### src/sv/cvfi_pkg.sv
// Shared types and constants for the credit-based VC flit injector.
// No dependencies; every other file of the block but cvfi_queue imports this package.
package cvfi_pkg;

    // Fixed field widths of the interface.
    localparam int PRIO_W        = 8;
    localparam int NUM_PRIO_REGS = 6;
    localparam int PCOUNT_W      = 3;
    localparam int CREDIT_W      = 5;
    localparam int RETURN_BITS   = 4;
    localparam int SEND_VC_W     = 2;
    localparam int COUNT_W       = 32;
    localparam int CFG_IDX_W     = 4;
    localparam int CFG_DATA_W    = 8;

    // Internal widths, sized for the full range of the module parameters.
    localparam int VC_IDX_W = 3;
    localparam int RANK_W   = 3;

    // Default parameter values.
    localparam int DEF_NUM_VCS   = 4;
    localparam int DEF_NUM_PRIOS = 6;
    localparam int DEF_Q_DEPTH   = 2;

    // Configuration register indexes beyond the priority table.
    localparam logic [CFG_IDX_W-1:0] CFG_PRIO_COUNT   = 4'd6;
    localparam logic [CFG_IDX_W-1:0] CFG_CREDIT_LIMIT = 4'd7;

    localparam logic [PCOUNT_W-1:0] PCOUNT_RESET  = 3'd4;
    localparam logic [CREDIT_W-1:0] LIMIT_RESET   = 5'd4;
    localparam logic [CREDIT_W-1:0] CREDIT_RESET  = 5'd4;
    localparam logic [CREDIT_W-1:0] MAX_CREDITS   = 5'd16;

    typedef struct packed {
        logic [NUM_PRIO_REGS-1:0][PRIO_W-1:0] prio_value;
        logic [PCOUNT_W-1:0]                  prio_count;
        logic [CREDIT_W-1:0]                  credit_limit;
    } t_cfg;

    // One classified word as it travels from the front to the back.
    typedef struct packed {
        logic                   sendable;
        logic                   unknown;
        logic [VC_IDX_W-1:0]    vc;
        logic                   head;
        logic [RETURN_BITS-1:0] returns;
    } t_cls;

endpackage

### src/sv/credit_vc_flit_injector.sv
// Throughput: one word per clock cycle while the queue holds words and the
// result is popped. A word is held in the queue, then in the output register.
// Reset (synchronous, active low) empties the queue and the result register,
// loads every VC with four credits, clears the packet counter and restores the
// configuration. Depends on cvfi_pkg, cvfi_front, cvfi_queue and cvfi_back.
module credit_vc_flit_injector #(
    parameter int NUM_VCS   = cvfi_pkg::DEF_NUM_VCS,
    parameter int NUM_PRIOS = cvfi_pkg::DEF_NUM_PRIOS,
    parameter int Q_DEPTH   = cvfi_pkg::DEF_Q_DEPTH
) (
    input  logic                              i_clk,
    input  logic                              i_rst_n,
    input  logic                              i_cfg_we,
    input  logic [cvfi_pkg::CFG_IDX_W-1:0]    i_cfg_idx,
    input  logic [cvfi_pkg::CFG_DATA_W-1:0]   i_cfg_data,
    input  logic                              push,
    output logic                              full,
    input  logic                              i_flit_present,
    input  logic [cvfi_pkg::PRIO_W-1:0]       i_flit_priority,
    input  logic                              i_flit_is_head,
    input  logic [cvfi_pkg::RETURN_BITS-1:0]  i_credit_return,
    output logic                              empty,
    input  logic                              pop,
    output logic                              o_send,
    output logic [cvfi_pkg::SEND_VC_W-1:0]    o_send_vc,
    output logic                              o_priority_unknown,
    output logic [cvfi_pkg::COUNT_W-1:0]      o_packets_injected
);
    import cvfi_pkg::*;

    // The block splits into a classify front, a short queue of classified
    // words and a credit back end. The front is pure logic: it looks the
    // flit's priority up in the table and maps the rank to a VC. Every
    // accepted word is one tick of the credit state, so the back end
    // consumes queued words strictly in order and updates the counters once
    // per word, whether or not a flit was offered in it.

    t_cfg r_cfg;
    t_cls front_cls, back_cls;
    logic q_empty, q_pop;

    // Configuration registers. Writes to indexes past the list are dropped.
    always_ff @(posedge i_clk) begin
        if (!i_rst_n) begin
            for (int i = 0; i < NUM_PRIO_REGS; i++) begin
                r_cfg.prio_value[i] <= PRIO_W'(i);
            end
            r_cfg.prio_count   <= PCOUNT_RESET;
            r_cfg.credit_limit <= LIMIT_RESET;
        end else if (i_cfg_we) begin
            unique case (i_cfg_idx)
                CFG_PRIO_COUNT: begin
                    r_cfg.prio_count <= i_cfg_data[PCOUNT_W-1:0];
                end
                CFG_CREDIT_LIMIT: begin
                    r_cfg.credit_limit <= i_cfg_data[CREDIT_W-1:0];
                end
                default: begin
                    for (int i = 0; i < NUM_PRIO_REGS; i++) begin
                        if (i_cfg_idx == CFG_IDX_W'(i)) begin
                            r_cfg.prio_value[i] <= i_cfg_data[PRIO_W-1:0];
                        end
                    end
                end
            endcase
        end
    end

    cvfi_front #(
        .NUM_VCS   (NUM_VCS),
        .NUM_PRIOS (NUM_PRIOS)
    ) u_front (
        .i_cfg           (r_cfg),
        .i_flit_present  (i_flit_present),
        .i_flit_priority (i_flit_priority),
        .i_flit_is_head  (i_flit_is_head),
        .i_credit_return (i_credit_return),
        .o_cls           (front_cls)
    );

    // The queue's full flag is the input side's back-pressure.
    cvfi_queue #(
        .WIDTH ($bits(t_cls)),
        .DEPTH (Q_DEPTH)
    ) u_queue (
        .i_clk   (i_clk),
        .i_rst_n (i_rst_n),
        .i_push  (push),
        .i_data  (front_cls),
        .o_full  (full),
        .i_pop   (q_pop),
        .o_data  (back_cls),
        .o_empty (q_empty)
    );

    // The back end holds its result in an output register and takes the next
    // queued word in the same cycle that the current result is popped.
    cvfi_back #(
        .NUM_VCS (NUM_VCS)
    ) u_back (
        .i_clk              (i_clk),
        .i_rst_n            (i_rst_n),
        .i_credit_limit     (r_cfg.credit_limit),
        .i_q_empty          (q_empty),
        .i_q_data           (back_cls),
        .o_q_pop            (q_pop),
        .i_pop              (pop),
        .o_empty            (empty),
        .o_send             (o_send),
        .o_send_vc          (o_send_vc),
        .o_priority_unknown (o_priority_unknown),
        .o_packets_injected (o_packets_injected)
    );

    // A flit with an unknown priority is never sent.
    a_unknown_not_sent: assert property (@(posedge i_clk) disable iff (!i_rst_n)
        !empty && o_priority_unknown |-> !o_send)
        else $error("flit with unknown priority was sent");

    // An unknown priority reports VC zero.
    a_unknown_vc_zero: assert property (@(posedge i_clk) disable iff (!i_rst_n)
        !empty && o_priority_unknown |-> o_send_vc == '0)
        else $error("unknown priority reported a nonzero VC");

    // Reset leaves both the input and result sides empty.
    a_reset_empty: assert property (@(posedge i_clk)
        !i_rst_n |=> empty && !full)
        else $error("block not empty after reset");

endmodule

### src/sv/cvfi_queue.sv
// Small register-based FIFO that decouples the classify and credit stages.
// Generic in width and depth; uses nothing from the package.
module cvfi_queue #(
    parameter int WIDTH = 8,
    parameter int DEPTH = 2
) (
    input  logic             i_clk,
    input  logic             i_rst_n,
    input  logic             i_push,
    input  logic [WIDTH-1:0] i_data,
    output logic             o_full,
    input  logic             i_pop,
    output logic [WIDTH-1:0] o_data,
    output logic             o_empty
);

    localparam int PTR_W = (DEPTH > 1) ? $clog2(DEPTH) : 1;
    localparam int CNT_W = $clog2(DEPTH + 1);

    logic [WIDTH-1:0] r_mem [DEPTH];
    logic [PTR_W-1:0] r_wr, r_rd;
    logic [CNT_W-1:0] r_cnt, n_cnt;
    logic             do_push, do_pop;

    assign o_full  = (r_cnt == CNT_W'(DEPTH));
    assign o_empty = (r_cnt == '0);
    assign do_push = i_push && !o_full;
    assign do_pop  = i_pop && !o_empty;
    assign o_data  = r_mem[r_rd];

    always_comb begin
        n_cnt = r_cnt;
        if (do_push && !do_pop) begin
            n_cnt = r_cnt + CNT_W'(1);
        end else if (do_pop && !do_push) begin
            n_cnt = r_cnt - CNT_W'(1);
        end
    end

    always_ff @(posedge i_clk) begin
        if (!i_rst_n) begin
            r_wr  <= '0;
            r_rd  <= '0;
            r_cnt <= '0;
        end else begin
            r_cnt <= n_cnt;
            if (do_push) begin
                r_wr <= (r_wr == PTR_W'(DEPTH - 1)) ? '0 : r_wr + PTR_W'(1);
            end
            if (do_pop) begin
                r_rd <= (r_rd == PTR_W'(DEPTH - 1)) ? '0 : r_rd + PTR_W'(1);
            end
        end
    end

    always_ff @(posedge i_clk) begin
        if (do_push) begin
            r_mem[r_wr] <= i_data;
        end
    end

endmodule

### src/sv/cvfi_front.sv
// Classify stage: priority table lookup and rank to VC mapping.
// Depends on cvfi_pkg for the configuration and classified word types.
module cvfi_front #(
    parameter int NUM_VCS   = 4,
    parameter int NUM_PRIOS = 6
) (
    input  cvfi_pkg::t_cfg                    i_cfg,
    input  logic                              i_flit_present,
    input  logic [cvfi_pkg::PRIO_W-1:0]       i_flit_priority,
    input  logic                              i_flit_is_head,
    input  logic [cvfi_pkg::RETURN_BITS-1:0]  i_credit_return,
    output cvfi_pkg::t_cls                    o_cls
);
    import cvfi_pkg::*;

    localparam int PROD_W = 7;

    logic [PCOUNT_W-1:0] pc_eff;
    logic [RANK_W-1:0]   rank;
    logic [VC_IDX_W-1:0] vc_map;
    logic [PROD_W-1:0]   rank_scaled;

    always_comb begin
        if (i_cfg.prio_count == '0) begin
            pc_eff = PCOUNT_W'(1);
        end else if (i_cfg.prio_count > PCOUNT_W'(NUM_PRIOS)) begin
            pc_eff = PCOUNT_W'(NUM_PRIOS);
        end else begin
            pc_eff = i_cfg.prio_count;
        end
    end

    // Walk from the top so that the lowest matching rank wins.
    always_comb begin
        rank = '0;
        for (int i = NUM_PRIOS - 1; i >= 0; i--) begin
            if ((i < pc_eff) && (i_cfg.prio_value[i] == i_flit_priority)) begin
                rank = RANK_W'(i + 1);
            end
        end
    end

    // With more priorities than VCs the VC is ceil(rank*V/pc)-1, which equals
    // the number of m in 1..V-1 with m*pc < rank*V; that also clamps to V-1.
    // The count is compared at full integer width, since V may not fit the
    // narrow count field.
    always_comb begin
        rank_scaled = PROD_W'(rank) * PROD_W'(NUM_VCS);
        vc_map      = '0;
        if (int'(pc_eff) <= NUM_VCS) begin
            vc_map = VC_IDX_W'(rank - RANK_W'(1));
        end else begin
            for (int m = 1; m < NUM_VCS; m++) begin
                if (PROD_W'(m) * PROD_W'(pc_eff) < rank_scaled) begin
                    vc_map = vc_map + VC_IDX_W'(1);
                end
            end
        end
    end

    always_comb begin
        o_cls.sendable = i_flit_present && (rank != '0);
        o_cls.unknown  = i_flit_present && (rank == '0);
        o_cls.vc       = o_cls.sendable ? vc_map : '0;
        o_cls.head     = i_flit_is_head;
        o_cls.returns  = i_credit_return;
    end

endmodule

### src/sv/cvfi_back.sv
// Credit stage: per-VC credit counters, send decision, packet counter and
// the output register. Depends on cvfi_pkg for the classified word type.
module cvfi_back #(
    parameter int NUM_VCS = 4
) (
    input  logic                              i_clk,
    input  logic                              i_rst_n,
    input  logic [cvfi_pkg::CREDIT_W-1:0]     i_credit_limit,
    input  logic                              i_q_empty,
    input  cvfi_pkg::t_cls                    i_q_data,
    output logic                              o_q_pop,
    input  logic                              i_pop,
    output logic                              o_empty,
    output logic                              o_send,
    output logic [cvfi_pkg::SEND_VC_W-1:0]    o_send_vc,
    output logic                              o_priority_unknown,
    output logic [cvfi_pkg::COUNT_W-1:0]      o_packets_injected
);
    import cvfi_pkg::*;

    localparam int RET_W = (NUM_VCS > RETURN_BITS) ? NUM_VCS : RETURN_BITS;
    localparam int SUM_W = CREDIT_W + 1;

    logic [CREDIT_W-1:0] r_credit [NUM_VCS];
    logic [CREDIT_W-1:0] n_credit [NUM_VCS];
    logic [COUNT_W-1:0]  r_pkts, n_pkts;
    logic                r_valid;
    logic                take, avail, send;
    logic [CREDIT_W-1:0] limit;
    logic [RET_W-1:0]    ret_ext;
    logic [SUM_W-1:0]    c;

    assign take    = !i_q_empty && (!r_valid || i_pop);
    assign o_q_pop = take;
    assign o_empty = !r_valid;
    assign ret_ext = RET_W'(i_q_data.returns);

    always_comb begin
        if (i_credit_limit == '0) begin
            limit = CREDIT_W'(1);
        end else if (i_credit_limit > MAX_CREDITS) begin
            limit = MAX_CREDITS;
        end else begin
            limit = i_credit_limit;
        end
    end

    always_comb begin
        avail = 1'b0;
        for (int v = 0; v < NUM_VCS; v++) begin
            avail = avail || ((i_q_data.vc == VC_IDX_W'(v)) && (r_credit[v] != '0));
        end
        send   = i_q_data.sendable && avail;
        n_pkts = r_pkts + COUNT_W'(send && i_q_data.head);
    end

    always_comb begin
        c = '0;
        for (int v = 0; v < NUM_VCS; v++) begin
            c = SUM_W'(r_credit[v]);
            if (send && (i_q_data.vc == VC_IDX_W'(v))) begin
                c = c - SUM_W'(1);
            end
            if (ret_ext[v]) begin
                c = c + SUM_W'(1);
            end
            if (c > SUM_W'(limit)) begin
                c = SUM_W'(limit);
            end
            n_credit[v] = c[CREDIT_W-1:0];
        end
    end

    always_ff @(posedge i_clk) begin
        if (!i_rst_n) begin
            r_valid <= 1'b0;
            r_pkts  <= '0;
            for (int v = 0; v < NUM_VCS; v++) begin
                r_credit[v] <= CREDIT_RESET;
            end
        end else begin
            if (take) begin
                r_valid <= 1'b1;
                r_pkts  <= n_pkts;
                for (int v = 0; v < NUM_VCS; v++) begin
                    r_credit[v] <= n_credit[v];
                end
            end else if (i_pop) begin
                r_valid <= 1'b0;
            end
        end
    end

    always_ff @(posedge i_clk) begin
        if (take) begin
            o_send             <= send;
            o_send_vc          <= SEND_VC_W'(i_q_data.vc);
            o_priority_unknown <= i_q_data.unknown;
            o_packets_injected <= n_pkts;
        end
    end

endmodule
### config.mk
export PLATFORM = sky130hd
export DESIGN_NAME = credit_vc_flit_injector
export DESIGN_NICKNAME = d
export VERILOG_FILES = /design/src/sv/cvfi_pkg.sv /design/src/sv/credit_vc_flit_injector.sv /design/src/sv/cvfi_queue.sv /design/src/sv/cvfi_front.sv /design/src/sv/cvfi_back.sv
export SDC_FILE = /design/constraint.sdc
export NUM_CORES = 1
export LEC_CHECK = 0
export ABC_CLOCK_PERIOD_IN_PS = 5800
export BUFFER_PORTS_ARGS = -buffer_cell sky130_fd_sc_hd__buf_4
export CAP_MARGIN = 0
export CORE_UTILIZATION = 38
export CTS_CLUSTER_DIAMETER = 30
export DETAILED_ROUTE_END_ITERATION = 6
export HOLD_SLACK_MARGIN = 0.02
export PLACE_DENSITY_LB_ADDON = 0.12
export SETUP_SLACK_MARGIN = 0.4
export SLEW_MARGIN = 30
export SYNTH_ARGS = -nofsm -noshare
export SYNTH_HDL_FRONTEND = slang
export SYNTH_SLANG_ARGS = --single-unit
### constraint.sdc
create_clock -name i_clk -period 5.8 [get_ports i_clk]
set_input_delay 1.16 -clock i_clk [delete_from_list [all_inputs] [get_ports i_clk]]
set_output_delay 1.16 -clock i_clk [all_outputs]
set_load 0.03 [all_outputs]
* Word-level counts from Yosys, hierarchy flattened
Memory sizes are Yosys's and may differ from the RTL's. A register that Yosys moved wholly into a read port is not among the register bits.
Index checks and enable logic that the tools add are counted.
** Word-level totals
- Flip-flop bits (word level) :: 129
- Memory bits (writable) :: 40
- Input bits :: 31
- Logic and storage cells :: 175
- Memories :: 2
** Memory list
- u_back.r_credit :: depth 4, bits a word 5, rd ports 4, clocked after memory_dff 0, wr ports 4, line cvfi_back.sv:24 : logic [CREDIT_W-1:0] r_credit [NUM_VCS];
- u_queue.r_mem :: depth 2, bits a word 10, rd ports 1, clocked after memory_dff 1, wr ports 1, line cvfi_queue.sv:20 : logic [WIDTH-1:0] r_mem [DEPTH];
** Cells by class
- Add/sub/neg operators :: 16
- Multiply operators :: 1
- Magnitude comparators :: 16
- Equal/unequal tests :: 17
- Mux-type cells :: 47
- Bitwise operators :: 5
- Reductions and logical operators :: 54
** Operators by type and width (number)
- $mux W5 :: 10
- $eq A8 B8 Y1 :: 6
- $mux W6 :: 8
- $mux W3 :: 14
- $add A32 B1 Y32 :: 1
- $add A6 B1 Y6 const B :: 4
- $gt A6 B5 Y1 :: 4
- $sub A5 B1 Y6 const B :: 4
- $logic_and A1 B1 Y1 :: 23
- $reduce_bool A5 Y1 :: 4
- $reduce_and A3 Y1 :: 6
- $eq A4 B3 Y1 const B :: 4
- $mux W1 :: 13
- $logic_not A3 Y1 :: 3
- $eq A4 B2 Y1 const B :: 2
- $add A3 B1 Y3 const B :: 2
- $eq A3 B2 Y1 const B :: 2
- $lt A1 B3 Y1 const A :: 2
- $lt A2 B3 Y1 const A :: 2
- $lt A3 B3 Y1 const A :: 2
- $gt A5 B5 Y1 const B :: 1
- $logic_not A1 Y1 :: 5
- $logic_not A5 Y1 :: 1
- $lt A3 B5 Y1 :: 1
- 22 further kinds :: 32

* Longest topological paths before layout
Gate-level depths: netlist of the first run.
- Depth after elaboration :: 21
- Gate-level depth with buffers :: 19

* Modules after synthesis
Synthesis of the first run repeated with hierarchy kept, for this count alone.
** Unflattened totals
- Cells, all modules :: 1021
- Area, all modules :: 10083.4 sq um
** Modules (own cells, without submodules)
- cvfi_back :: times used 1, cells each 613, area each 5933.2 sq um
- credit_vc_flit_injector :: times used 1, cells each 208, area each 2119.5 sq um
- cvfi_front :: times used 1, cells each 143, area each 1084.8 sq um
- cvfi_queue :: times used 1, cells each 57, area each 945.9 sq um

* Worst setup path after synthesis of the first run
Ideal clock, no wire load.
- Kind :: register to register
- Start point :: memory u_back.r_credit[0][0]
- End point :: memory u_back.r_credit[1][0] (data pin)
- Library setup time :: 0.256 ns
- Arrival time :: 3.718 ns
- Setup slack :: 1.826 ns
- Cell stages (with the launch flop) :: 18
- Path buffers :: 0
- Cells stage by stage :: edfxtp_1 inv_1 ha_1 nor4b_2 o21ba_2 o21a_1 xnor2_1 inv_1 ha_1 mux2_2 ha_1 nor2b_1 o21a_1 o21a_1 o21a_1 o22ai_1 o211ai_2 a31o_2
** RTL lines (line)
- start: declaration :: cvfi_back.sv:24

==> metrics.md, run 1 <==
| Metric | Value |
|---|---|
| Status | finished clean |
| PortBufs | 68 |
| Via-to-Cell Ratio | 4.919 |
| Most used cell, CP | nand3_1 |
| Global placer's final weighted congestion | 0.8036 |
| Mean routed wirelength per cell | 15.80 microns |
| Clock Sinks | 170 |
| Setup CP Type | flip-flop to flip-flop |
| Ys flop type | dfxtp_1 |
| Clock Tree Root | clkbuf_16 |
| Initial DRC count | 331 |
| Final hold vios | 0 |
| Starting density of the core | 0.3871 |
| Global-route wire length before repair | 34450 microns |
| Max stage delay on crit path | 0.76 ns |
| Grt total ovfl | 0 |
| Num CTS Buffers | 17 |
| Vias in the first global route | 6445 |
| Finish-stage setup viols | 0 |
| Worst skew pair latency | 0.43 ns |
| Number of diodes | 0 |
| Post-synthesis net count | 1027 |
| Max Freq | 0.2277 GHz |
| GRT Util Overall | 0.1686 |
| RSZ-0062 raised after global routing | false |
| Initial antenna violation count | 0 |
| Max Buffers Root-to-Sink | 2 |
| Max cap viols | 0 |
| Final HPWL DP | 15010 microns |
| CTS Hold Bufs | 0 |
| ANT nets after route | 0 |
| Flops & latches, synth | 170 |
| Leakage | 4.345 nW |
| CTS tree | done |
| Crit path DAT | 4.74 ns |
| DR vias | 6606 |
| DRT Pass-1 Iters | 5 |
| Post-synth cell types | 72 |
| Syn. warnings | 0 |
| Crit. End Element | flip-flop |
| Setup bufs post-CTS | 0 |
| Crit start category | flip-flop |
| Slew HR | 0.4246 |
| Post-Route WL | 21220 microns |
| Worst-case vdd ir drop | 0.1710 mV |
| Reg2Reg Depth | 15 |
| Synth top area share | 0.2341 |
| Total core area | 25180 sq um |
| Rows | 58 |
| Die Width | 162.2 microns |
| Nets | 1074 |
| Slew Limit Fails | 0 |
| Gate Count Post-Synth | 953 |
| Crit path cell chain | mux2i_1 -> mux2i_1 -> o21ai_0 -> a21oi_1 -> nor2b_1 -> ha_1 -> ha_1 -> nand3_1 -> nor2_1 -> and2_1 -> nand3_1 -> nor2_1 -> nand3_1 -> or3_1 -> a21boi_0 |
| Largest net degree at the start of global routing | 98 |
| Die area | 26290 sq um |
| Min-Delay Path Depth | 2 |
| Yosys top cell by area | edfxtp_1 |
| Type of the worst min-delay path | flip-flop to flip-flop |
| PwrDens | 395.5 nW/um^2 |
| H-tree depth | 4 |
| Syn avg cell area | 10.23 sq um |
| Number of fill cells | 2409 |
| Sequential share of the synthesized area | 0.4272 |
| Clk_skew | 0.01482 ns |
| Worst hold slack | 0.4747 ns |
| Synth top area cells | edfxtp_1 23%, dfxtp_1 19%, mux2i_1 7.4% |
| Period utilization | 0.7570 |
| Post-layout min period | 4.391 ns |
| Share of cells above drive strength 1 | 0.1461 |
| Async SR Flop Fraction | 0 |
| DRC | 0 |
| Setup TNS | 0 ns |
| Worst endpoint required time | 6.15 ns |
| Syn Std Cell Area | 9747 sq um |
| Worst-path clk slew | 0.07 ns |
| CP max FO | 17 |
| Number of synthesized flops with an enable pin | 76 |
| Synthesis-to-finish area growth | 14.16% |
| Die height | 162.2 microns |
| CP max-delay cell | dfxtp_1 |
| I/O pin total | 69 |
| Least-Margin Pin Slew | 0.8631 ns |
| Post-CTS sizing | 0 |
## layer usage
metal  wire [microns]  vias up  track usage
met4              162        0      0.04074
met1            10720     3071       0.2344
met2             9788       83       0.2706
met3              548       12      0.02937
li1                 -     3440            -
met5                0        -            0
## flip-flops by register name, summed over array words and instances (netlist names), named ones only
signal                     flops
r_cfg                         56
u_back.o_packets_injected     32
u_back.r_pkts                 32
u_back.r_credit               20
u_queue.r_mem                 20
u_back.o_send_vc               2
u_queue.r_cnt                  2
u_back.o_priority_unknown      1
u_back.o_send                  1
u_back.r_valid                 1
u_queue.r_rd                   1
u_queue.r_wr                   1
## per-stage QoR
stage	area, sq um	total power [W]	instances	worst slack, ns	util
floorplan	9747	0.002853	953	1.826	-
detailed placement	10540	0.003292	1311	1.377	0.4184
global route	11130	0.004684	1343	0.8933	0.4419
global placement	10530	0.003289	1311	1.346	0.4183
CTS	11120	0.004453	1343	1.351	0.4418
finish	11130	0.004401	1343	1.409	0.4419
## placed cells by master, fill, tap and decap left out, types with 11 or more instances in the layout
cell type  count
and3_1        11
a21boi_0      14
a21oi_1       11
edfxtp_1      76
nor3_1        18
o21ai_0       28
xnor2_1       77
nand4_1       11
dfxtp_1       94
xor2_1        54
buf_4         72
inv_1         30
nor2b_1       58
nand2_1       71
o21a_1        15
or3_1         14
nor2_1        39
nand3_1       36
and2_1        32
clkbuf_16     17
ha_1          43
mux2i_1       72
## report_power, final
part	internal (W)	switching, W	leakage [nW]
sequential	0.00149	0.000133	1.51
clock	0.000612	0.000535	0.280
combinational	0.000649	0.000980	2.56
## cells in the mapped netlist, types with 2 or more instances
cell       n
o21bai_1   3
a211oi_1   5
o211ai_2   3
and2_1    32
ha_1      43
and3_1    11
edfxtp_1  76
nor2b_1   58
nor3_1    18
nor3_2     3
nand2_1   72
a31oi_1    3
buf_1      7
xor2_1    54
a21oi_4    2
nand3_1   36
buf_2      2
o21ai_0   28
a21oi_1   11
dfxtp_1   94
xnor2_1   77
clkbuf_1  33
nor3b_2    3
o211ai_1   4
nand4_1   11
nor2_1    40
o22ai_1    7
nor3b_1    4
nand2b_1   6
mux2i_1   72
a21boi_0  14
a211o_1    2
mux2_2    10
nor4_1     6
or3_1     14
o21a_1    15
o31a_1     2
and3b_1    3
nor4b_4    2
a31o_2     3
inv_1     31
nand3b_1   3
## critical path, delay by kind of cell (launching register included)
family                   cells  cell delay [ns]
AND/OR/NAND/NOR              8             1.89
adder cells (fa/ha/maj)      2             0.46
flip-flops                   1             0.76
multiplexers                 2             0.74
AO/OA/AOI/OAI                3             0.48
## final timing paths
check,start,end,slack [ns]
worst min-delay path,u_back.r_pkts[0],u_back.r_pkts[0],0.47
worst min register to register,u_back.r_pkts[0],u_back.r_pkts[0],0.47
worst max-delay path,flip-flop,u_back.r_pkts[18],1.41
worst max register to register,flip-flop,u_back.r_pkts[18],1.41
## layout make-up
cell class / instances / area [sq um] / share of cell area
clock inverter: 14 / 158.9 / 0.01428
multi-input combinational: 708 / 5305 / 0.4768
timing repair buffer: 72 / 540.5 / 0.04858
inverter: 31 / 116.4 / 0.01046
sequential: 170 / 4164 / 0.3742
tap: 330 / 412.9 / 0.03711
clock buffer: 18 / 429.2 / 0.03857
## kinds of logic after synthesis
kind of cell	synth area share
xor gates and xnor gates	0.1177
muxes	0.08549
and+or+nand+nor	0.1985
adders and majority gates	0.05520
DFF	0.4272
AOI/OAI and AO/OA	0.08627
buffers and inverters	0.02965
No activity file was read; power rests on OpenSTA's default activity.
==> run 2: changes to the inputs <==
--- a/config.mk
+++ b/config.mk
@@ -5,7 +5,7 @@
 export SDC_FILE = /design/constraint.sdc
 export NUM_CORES = 1
 export LEC_CHECK = 0
-export ABC_CLOCK_PERIOD_IN_PS = 5800
+export ABC_CLOCK_PERIOD_IN_PS = 3950
 export BUFFER_PORTS_ARGS = -buffer_cell sky130_fd_sc_hd__buf_4
 export CAP_MARGIN = 0
 export CORE_UTILIZATION = 38
==> constraint.sdc (replaced) <==
create_clock -name i_clk -period 3.95 [get_ports i_clk]
set_input_delay 0.79 -clock i_clk [delete_from_list [all_inputs] [get_ports i_clk]]
set_output_delay 0.79 -clock i_clk [all_outputs]
set_load 0.03 [all_outputs]
==> run 2 against run 1 <==
Critical path depth is 3 higher. Largest power group is now combinational cells. Critical endpoint is now u_back.r_credit[0][2]. Fmax is 15% higher. Hold slack gained 0.024 ns.
==> metrics.md, run 2 (synthesis gave the netlist of run 1 again) <==
| Metric | Value |
|---|---|
| Most flop-heavy register | r_cfg |
| Critical path's top delay family | compound AO/OA/AOI/OAI gates |
| Rows | 58 (unchanged) |
| Clk_skew | 0.01793 ns (+0.003114 ns) |
| Global-route wire length before repair | 35020 microns (+1.6%) |
| CP max FO | 5 (-12) |
| Most common cell after layout, fill and taps aside | buf_4 |
| Num CTS Buffers | 17 (unchanged) |
| Crit. End Element | flip-flop |
| Worst setup path end | u_back.r_credit[0][2] |
| Slew HR | 0.3899 (-0.03473) |
| Period utilization | 0.9689 (+0.2119) |
| Max Freq | 0.2613 GHz (+15%) |
| Reg area | 4169 sq um (+0.12%) |
| Number of cells on the critical path | 18 (+3) |
| Mean routed wirelength per cell | 15.81 microns (about the same) |
| Reg2Reg Depth | 18 (+3) |
| Crit start category | flip-flop |
| Die area | 26290 sq um (unchanged) |
| Nets | 1148 (+6.9%) |
| Type of the worst min-delay path | flip-flop to flip-flop |
| PortBufs | 68 (unchanged) |
| ANT nets after route | 0 (unchanged) |
| Crit path cell chain | inv_2 -> ha_4 -> or4b_4 -> o21ai_4 -> a21oi_4 -> xnor2_2 -> inv_1 -> ha_1 -> mux2_4 -> ha_4 -> nor2b_4 -> o21a_1 -> o21a_1 -> o21a_1 -> o22ai_4 -> o311ai_4 -> nor3_1 -> a21oi_1 |
| Crit path DAT | 3.99 ns (-0.75 ns) |
| Post-Route WL | 22400 microns (+5.6%) |
| CTS tree | done |
| Pre-CTS WS | 0.05396 ns (-1.323 ns) |
| Total core area | 25180 sq um (unchanged) |
| Top Registers | r_cfg x56, u_back.o_packets_injected x32, u_back.r_pkts x32 |
| Clock Tree Root | clkbuf_16 |
| Die height | 162.2 microns (unchanged) |
| Finish-stage setup viols | 0 (unchanged) |
| PwrDens | 595.9 nW/um^2 (+51%) |
| DR vias | 7010 (+6.1%) |
| Most used cell, CP | o21a_1 |
| Max cap viols | 0 (unchanged) |
| Status | finished clean |
| Starting density of the core | 0.3871 (unchanged) |
| Area after DPL | 11020 sq um (+4.6%) |
| Initial DRC count | 321 (-3.0%) |
| CP startpoint | u_back.r_credit[1][1] |
| Die Width | 162.2 microns (unchanged) |
| Grt total ovfl | 0 (unchanged) |
| Worst endpoint required time | 4.11 ns (-2.04 ns) |
| Clock Sinks | 170 (unchanged) |
| I/O pin total | 69 (unchanged) |
| Via-to-Cell Ratio | 4.947 (+0.57%) |
| Max Buffers Root-to-Sink | 2 (unchanged) |
| Worst skew pair latency | 0.43 ns (about the same) |
| Buffers and inverters on the worst path | 2 (+2) |
| Slew Limit Fails | 0 (unchanged) |
| H-tree depth | 4 (unchanged) |
| Worst flop-to-flop path startpoint | u_back.r_credit[1][1] |
| Max stage delay on crit path | 0.51 ns (-0.25 ns) |
| Number of flip-flops under the largest register name | 56 (unchanged) |
| Post-route cell area | 12190 sq um (+9.6%) |
| DRT Pass-1 Iters | 4 (-1) |
| Worst setup margin | 0.1227 ns (-1.286 ns) |
| GRT Util Overall | 0.1710 (+0.002405) |
| Vias in the first global route | 6643 (+3.1%) |
| RSZ-0062 raised after global routing | true |
| Number of fill cells | 2358 (-2.1%) |
| Synthesis-to-finish area growth | 25.11% |
| Initial antenna violation count | 0 (unchanged) |
| Commonest non-fill, non-tap cells in the layout | 140 x buf_4, 92 x dfxtp_1, 76 x edfxtp_1 |
| FF-to-FF End | u_back.r_credit[0][2] |
| Leakage | 4.901 nW (+13%) |
| Worst-path clk slew | 0.08 ns (about the same) |
| Least-Margin Pin Slew | 0.9130 ns (+0.04988 ns) |
| Worst-case vdd ir drop | 0.3651 mV (+110%) |
| Final hold vios | 0 (unchanged) |
| Multi-input gate area | 5809 sq um (+9.5%) |
| Reg2reg setup slack | 0.12 ns (-1.29 ns) |
| Setup CP Type | flip-flop to flip-flop |
| Largest net degree at the start of global routing | 78 (-20%) |
| DRC | 0 (unchanged) |
| Global placer's final weighted congestion | 0.8113 (+0.96%) |
| Final HPWL DP | 15560 microns (+3.7%) |
| Share of cells above drive strength 1 | 0.2576 (+0.1115) |
| Post-layout min period | 3.827 ns (-0.5635 ns) |
| Number of diodes | 0 (unchanged) |
| CP max-delay cell | or4b_4 |
| End-of-flow core utilization | 0.4842 (+0.04238) |
-- run 2: cell count changes in the layout (fill, tap and decap cells not counted), moves of 7 or more --
cell / delta
inv_1: -7
inv_2: +7
buf_4: +68
ha_4: +10
ha_1: -11
-- run 2: how the worst min path moves through the flow --
stage | start | to | slack, ns | depth (start not counted)
floorplan | u_back.r_pkts[0] | u_back.r_pkts[0] | 0.45 | 2
global placement | u_back.r_pkts[0] | u_back.r_pkts[0] | 0.45 | 2
detailed placement | u_back.r_pkts[0] | u_back.r_pkts[0] | 0.46 | 2
CTS | u_back.r_pkts[0] | u_back.r_pkts[0] | 0.47 | 2
global route | r_cfg[2] | r_cfg[2] | 0.53 | 2
finish | r_cfg[48] | r_cfg[48] | 0.50 | 2
-- run 2: cell type report --
| class | count | share of cell area |
|---|---|---|
| Clock inverter | 14 | 0.01242 |
| Timing Repair Buffer | 144 | 0.08988 |
| Clock buffer | 18 | 0.03601 |
| Sequential cell | 170 | 0.3419 |
| Tap cell | 330 | 0.03386 |
| Inverter | 31 | 0.009542 |
| Multi-Input combinational cell | 710 | 0.4764 |
-- run 2: metrics by stage --
stage / instances / setup TNS, ns / hold slack, ns / power, W
floorplan: 953 / 0 / 0.4472 / 0.004353
global placement: 1349 / 0 / 0.4536 / 0.005137
detailed placement: 1349 / 0 / 0.4611 / 0.005153
CTS: 1403 / 0 / 0.4713 / 0.007120
global route: 1417 / -0.2093 / 0.5282 / 0.007678
finish: 1417 / 0 / 0.4986 / 0.007266
-- run 2: worst min-delay path, stage by stage (launching register included) --
cell and delay (ns):
dfxtp_1 0.34, mux2i_1 0.07, nand2_1 0.06
-- run 2: per-layer routing --
| metal | wire length [microns] | part of all wire | track usage | vias to the layer above |
|---|---|---|---|---|
| met1 | 10940 | 0.49 | 0.2339 | 3317 |
| met4 | 207 | 0.0092 | 0.04245 | 0 |
| met5 | 0 | 0 | 0 | - |
| met2 | 10660 | 0.48 | 0.2835 | 93 |
| li1 | - | - | - | 3587 |
| met3 | 600 | 0.027 | 0.02375 | 13 |
-- run 2: timing repair --
| action | CTS | global route |
|---|---|---|
| gates resized for setup | 31 | 39 |
| setup buffers | 20 | 14 |
| hold buffers | 0 | 0 |
| pin swaps | 20 | 24 |
| setup endpoints to repair | 41 | 48 |
| cloned | 2 | 0 |
-- run 2: report_power, final --
group / switching, W / internal, W
logic: 0.00179 / 0.00148
registers: 0.000146 / 0.00220
clock network: 0.000799 / 0.000863
==> run 3: changes to the inputs <==
--- a/config.mk
+++ b/config.mk
@@ -9,11 +9,10 @@
 export BUFFER_PORTS_ARGS = -buffer_cell sky130_fd_sc_hd__buf_4
 export CAP_MARGIN = 0
 export CORE_UTILIZATION = 38
-export CTS_CLUSTER_DIAMETER = 30
 export DETAILED_ROUTE_END_ITERATION = 6
 export HOLD_SLACK_MARGIN = 0.02
 export PLACE_DENSITY_LB_ADDON = 0.12
-export SETUP_SLACK_MARGIN = 0.4
+export SETUP_SLACK_MARGIN = 0.05
 export SLEW_MARGIN = 30
 export SYNTH_ARGS = -nofsm -noshare
 export SYNTH_HDL_FRONTEND = slang
==> run 3 against run 2 <==
Sequential share of layout area up 0.25 points. Total power down 0.34%. Final area down 0.81%. Critical endpoint is now u_back.r_credit[1][0]. Fmax down 2.7%. First-iteration DRC count up 24%. Sequential power about the same. Non-clock buffer count up 7.
==> metrics.md, run 3 (synthesis gave the netlist of run 1 again) <==
| Metric | Value |
|---|---|
| Crit path DAT | 4.11 ns (+0.12 ns) |
| Reg area | 4165 sq um (about the same) |
| CP max-delay cell | or4b_4 |
| M1 WL | 11060 microns (+1.2%) |
| Die Width | 162.2 microns (unchanged) |
| Via-to-Cell Ratio | 4.931 (-0.32%) |
| Crit path cell chain | inv_2 -> ha_4 -> or4b_4 -> o21a_4 -> xnor2_4 -> inv_2 -> ha_4 -> mux2_4 -> ha_4 -> nor2b_4 -> o21a_1 -> o21a_1 -> o21a_1 -> o22ai_2 -> o211ai_4 -> a31o_2 |
| Worst skew pair latency | 0.43 ns (about the same) |
| PwrDens | 598.7 nW/um^2 (+0.47%) |
| Num CTS Buffers | 17 (unchanged) |
| Max layer used | met4 |
| DR vias | 7017 (+0.10%) |
| GRT Util Overall | 0.1736 (+0.002592) |
| End-of-flow core utilization | 0.4803 (-0.003925) |
| Finished Layout Cells | 1423 (+0.42%) |
| Type of the worst min-delay path | flip-flop to flip-flop |
| CTS tree | done |
| Least-Margin Pin Slew | 0.8490 ns (-0.06402 ns) |
| RSZ-0062 raised after global routing | true |
| Total core area | 25180 sq um (unchanged) |
| Mean routed wirelength per cell | 15.75 microns (-0.38%) |
| Nets | 1154 (+0.52%) |
| Finish-stage setup viols | 0 (unchanged) |
| Number of diodes | 0 (unchanged) |
| Clk_skew | 0.01522 ns (-0.002713 ns) |
| Post-layout min period | 3.934 ns (+0.1069 ns) |
| FF-to-FF End | u_back.r_credit[1][0] |
| Reg2reg setup slack | 0.02 ns (-0.11 ns) |
| Starting density of the core | 0.3871 (unchanged) |
| Most flop-heavy register | r_cfg |
| Multi-input gate area | 5643 sq um (-2.9%) |
| Worst endpoint required time | 4.13 ns (+0.02 ns) |
| DRT Pass-1 Iters | 5 (+1) |
| Final hold vios | 0 (unchanged) |
| Worst-case vdd ir drop | 0.2440 mV (-33%) |
| Die height | 162.2 microns (unchanged) |
| Min-Delay Path Depth | 2 (unchanged) |
| Status | finished clean |
| DRC | 0 (unchanged) |
| Period utilization | 0.9960 (+0.02706) |
| Max Freq | 0.2542 GHz (-2.7%) |
| Crit. End Element | flip-flop |
| Number of flip-flops under the largest register name | 56 (unchanged) |
| Die area | 26290 sq um (unchanged) |
| Share of cells above drive strength 1 | 0.2525 (-0.005074) |
| Setup CP Type | flip-flop to flip-flop |
| Max Buffers Root-to-Sink | 2 (unchanged) |
| H-tree depth | 4 (unchanged) |
| Grt total ovfl | 0 (unchanged) |
| Commonest non-fill, non-tap cells in the layout | 150 x buf_4, 93 x dfxtp_1, 76 x edfxtp_1 |
| Worst-path clk slew | 0.07 ns (about the same) |
| Worst hold path startpoint | u_back.r_pkts[0] |
| DR WL met2 | 10640 microns (-0.11%) |
| Placed insts | 1361 (+0.89%) |
| Vias in the first global route | 6810 (+2.5%) |
| Crit start category | flip-flop |
| Max stage delay on crit path | 0.51 ns (about the same) |
| ANT nets after route | 0 (unchanged) |
| Reg2Reg Depth | 16 (-2) |
| Clock Sinks | 170 (unchanged) |
| Met3 routed WL | 546 microns (-9.0%) |
| CTS Hold Bufs | 0 (unchanged) |
| Number of fill cells | 2385 (+1.1%) |
| Global-route wire length before repair | 35560 microns (+1.5%) |
| Synthesis-to-finish area growth | 24.10% |
| Worst min-delay path endpoint | u_back.r_pkts[0] |
| Top Registers | r_cfg x56, u_back.o_packets_injected x32, u_back.r_pkts x32 |
| Clock Tree Root | clkbuf_16 |
| Worst flop-to-flop path startpoint | u_back.r_credit[1][1] |
| CP max FO | 6 (+1) |
| I/O pin total | 69 (unchanged) |
| Post-Route WL | 22410 microns (about the same) |
| Most common cell after layout, fill and taps aside | buf_4 |
| PortBufs | 68 (unchanged) |
| Final HPWL DP | 15620 microns (+0.41%) |
| Initial DRC count | 398 (+24%) |
| Initial antenna violation count | 0 (unchanged) |
| Rows | 58 (unchanged) |
| Max cap viols | 0 (unchanged) |
| Global placer's final weighted congestion | 0.8327 (+2.6%) |
| Leakage | 4.842 nW (-1.2%) |
| Slew HR | 0.4340 (+0.04415) |
| Slew Limit Fails | 0 (unchanged) |
| Largest net degree at the start of global routing | 79 (+1.3%) |
[run 3: changes by cell type in the layout (fill, tap and decap cells not counted), moves of 3 or more]
cell     before  now
buf_6         4    1
buf_4       140  150
nor2b_4       5    2
ha_4         10    5
ha_1         32   37
nor2b_1      53   56
inv_8         5    2
[run 3: routing by layer]
layer,GRT usage,vias to the layer above
li1,-,3597
met2,0.2885,92
met1,0.2345,3317
met3,0.02758,11
met4,0.04288,0
met5,0,-
[run 3: final cells by class]
class	instances	share of cell area
Multi-Input combinational cell	709	0.4665
Inverter	31	0.009620
Tap cell	330	0.03414
Clock inverter	14	0.01500
Clock buffer	18	0.03631
Sequential cell	170	0.3444
Timing Repair Buffer	151	0.09403
[run 3: timing repair]
action / CTS / global route
pin swaps: 6 / 27
resized for setup: 18 / 50
gates cloned: 1 / 0
buffers inserted: 10 / 19
setup endpoints to repair: 27 / 31
[run 3: metrics by stage]
step | cell area, sq um | power [W] | setup WS [ns] | TNS, ns | hold WS, ns
after floorplan | 9777 | 0.004211 | 0.04928 | 0 | 0.4472
after global placement | 10940 | 0.004996 | 0.01094 | 0 | 0.4532
after detailed placement | 10940 | 0.005023 | -0.07010 | -0.2741 | 0.4707
after CTS | 11740 | 0.006982 | 0.03865 | 0 | 0.4807
after global routing | 12100 | 0.007680 | -0.09040 | -0.6067 | 0.5042
final | 12100 | 0.007241 | 0.01579 | 0 | 0.4741
[run 3: worst max-delay path: cells and delay by family, from the launching register on]
kind                       cells  cell delay, ns
AOI/OAI and AO/OA              7            1.45
xor gates and xnor gates       1            0.18
adders and majority gates      3            0.57
buffers and inverters          2            0.16
DFF                            1            0.40
muxes                          1            0.30
and+or+nand+nor                2            0.63
[run 3: how the worst max path moves through the flow]
stage	start	to	slack [ns]	cells after the start
3_5_place_dp	u_back.r_credit[3][1]	u_back.r_credit[2][0]	-0.07	18
3_3_place_gp	u_back.r_credit[3][1]	u_back.r_credit[2][0]	0.01	18
6_report	u_back.r_credit[1][1]	u_back.r_credit[1][0]	0.02	16
5_1_grt	u_back.r_credit[1][1]	u_back.r_credit[0][2]	-0.09	18
4_1_cts	u_back.r_credit[3][1]	u_back.r_credit[2][0]	0.04	18
2_1_floorplan	u_back.r_credit[1][0]	u_back.r_credit[1][0]	0.05	16
[run 3: power by group]
group | internal [W] | switching (W) | total, W
combinational | 0.00143 | 0.00176 | 0.00319
sequential | 0.00219 | 0.000145 | 0.00234
clock | 0.000926 | 0.000788 | 0.00171
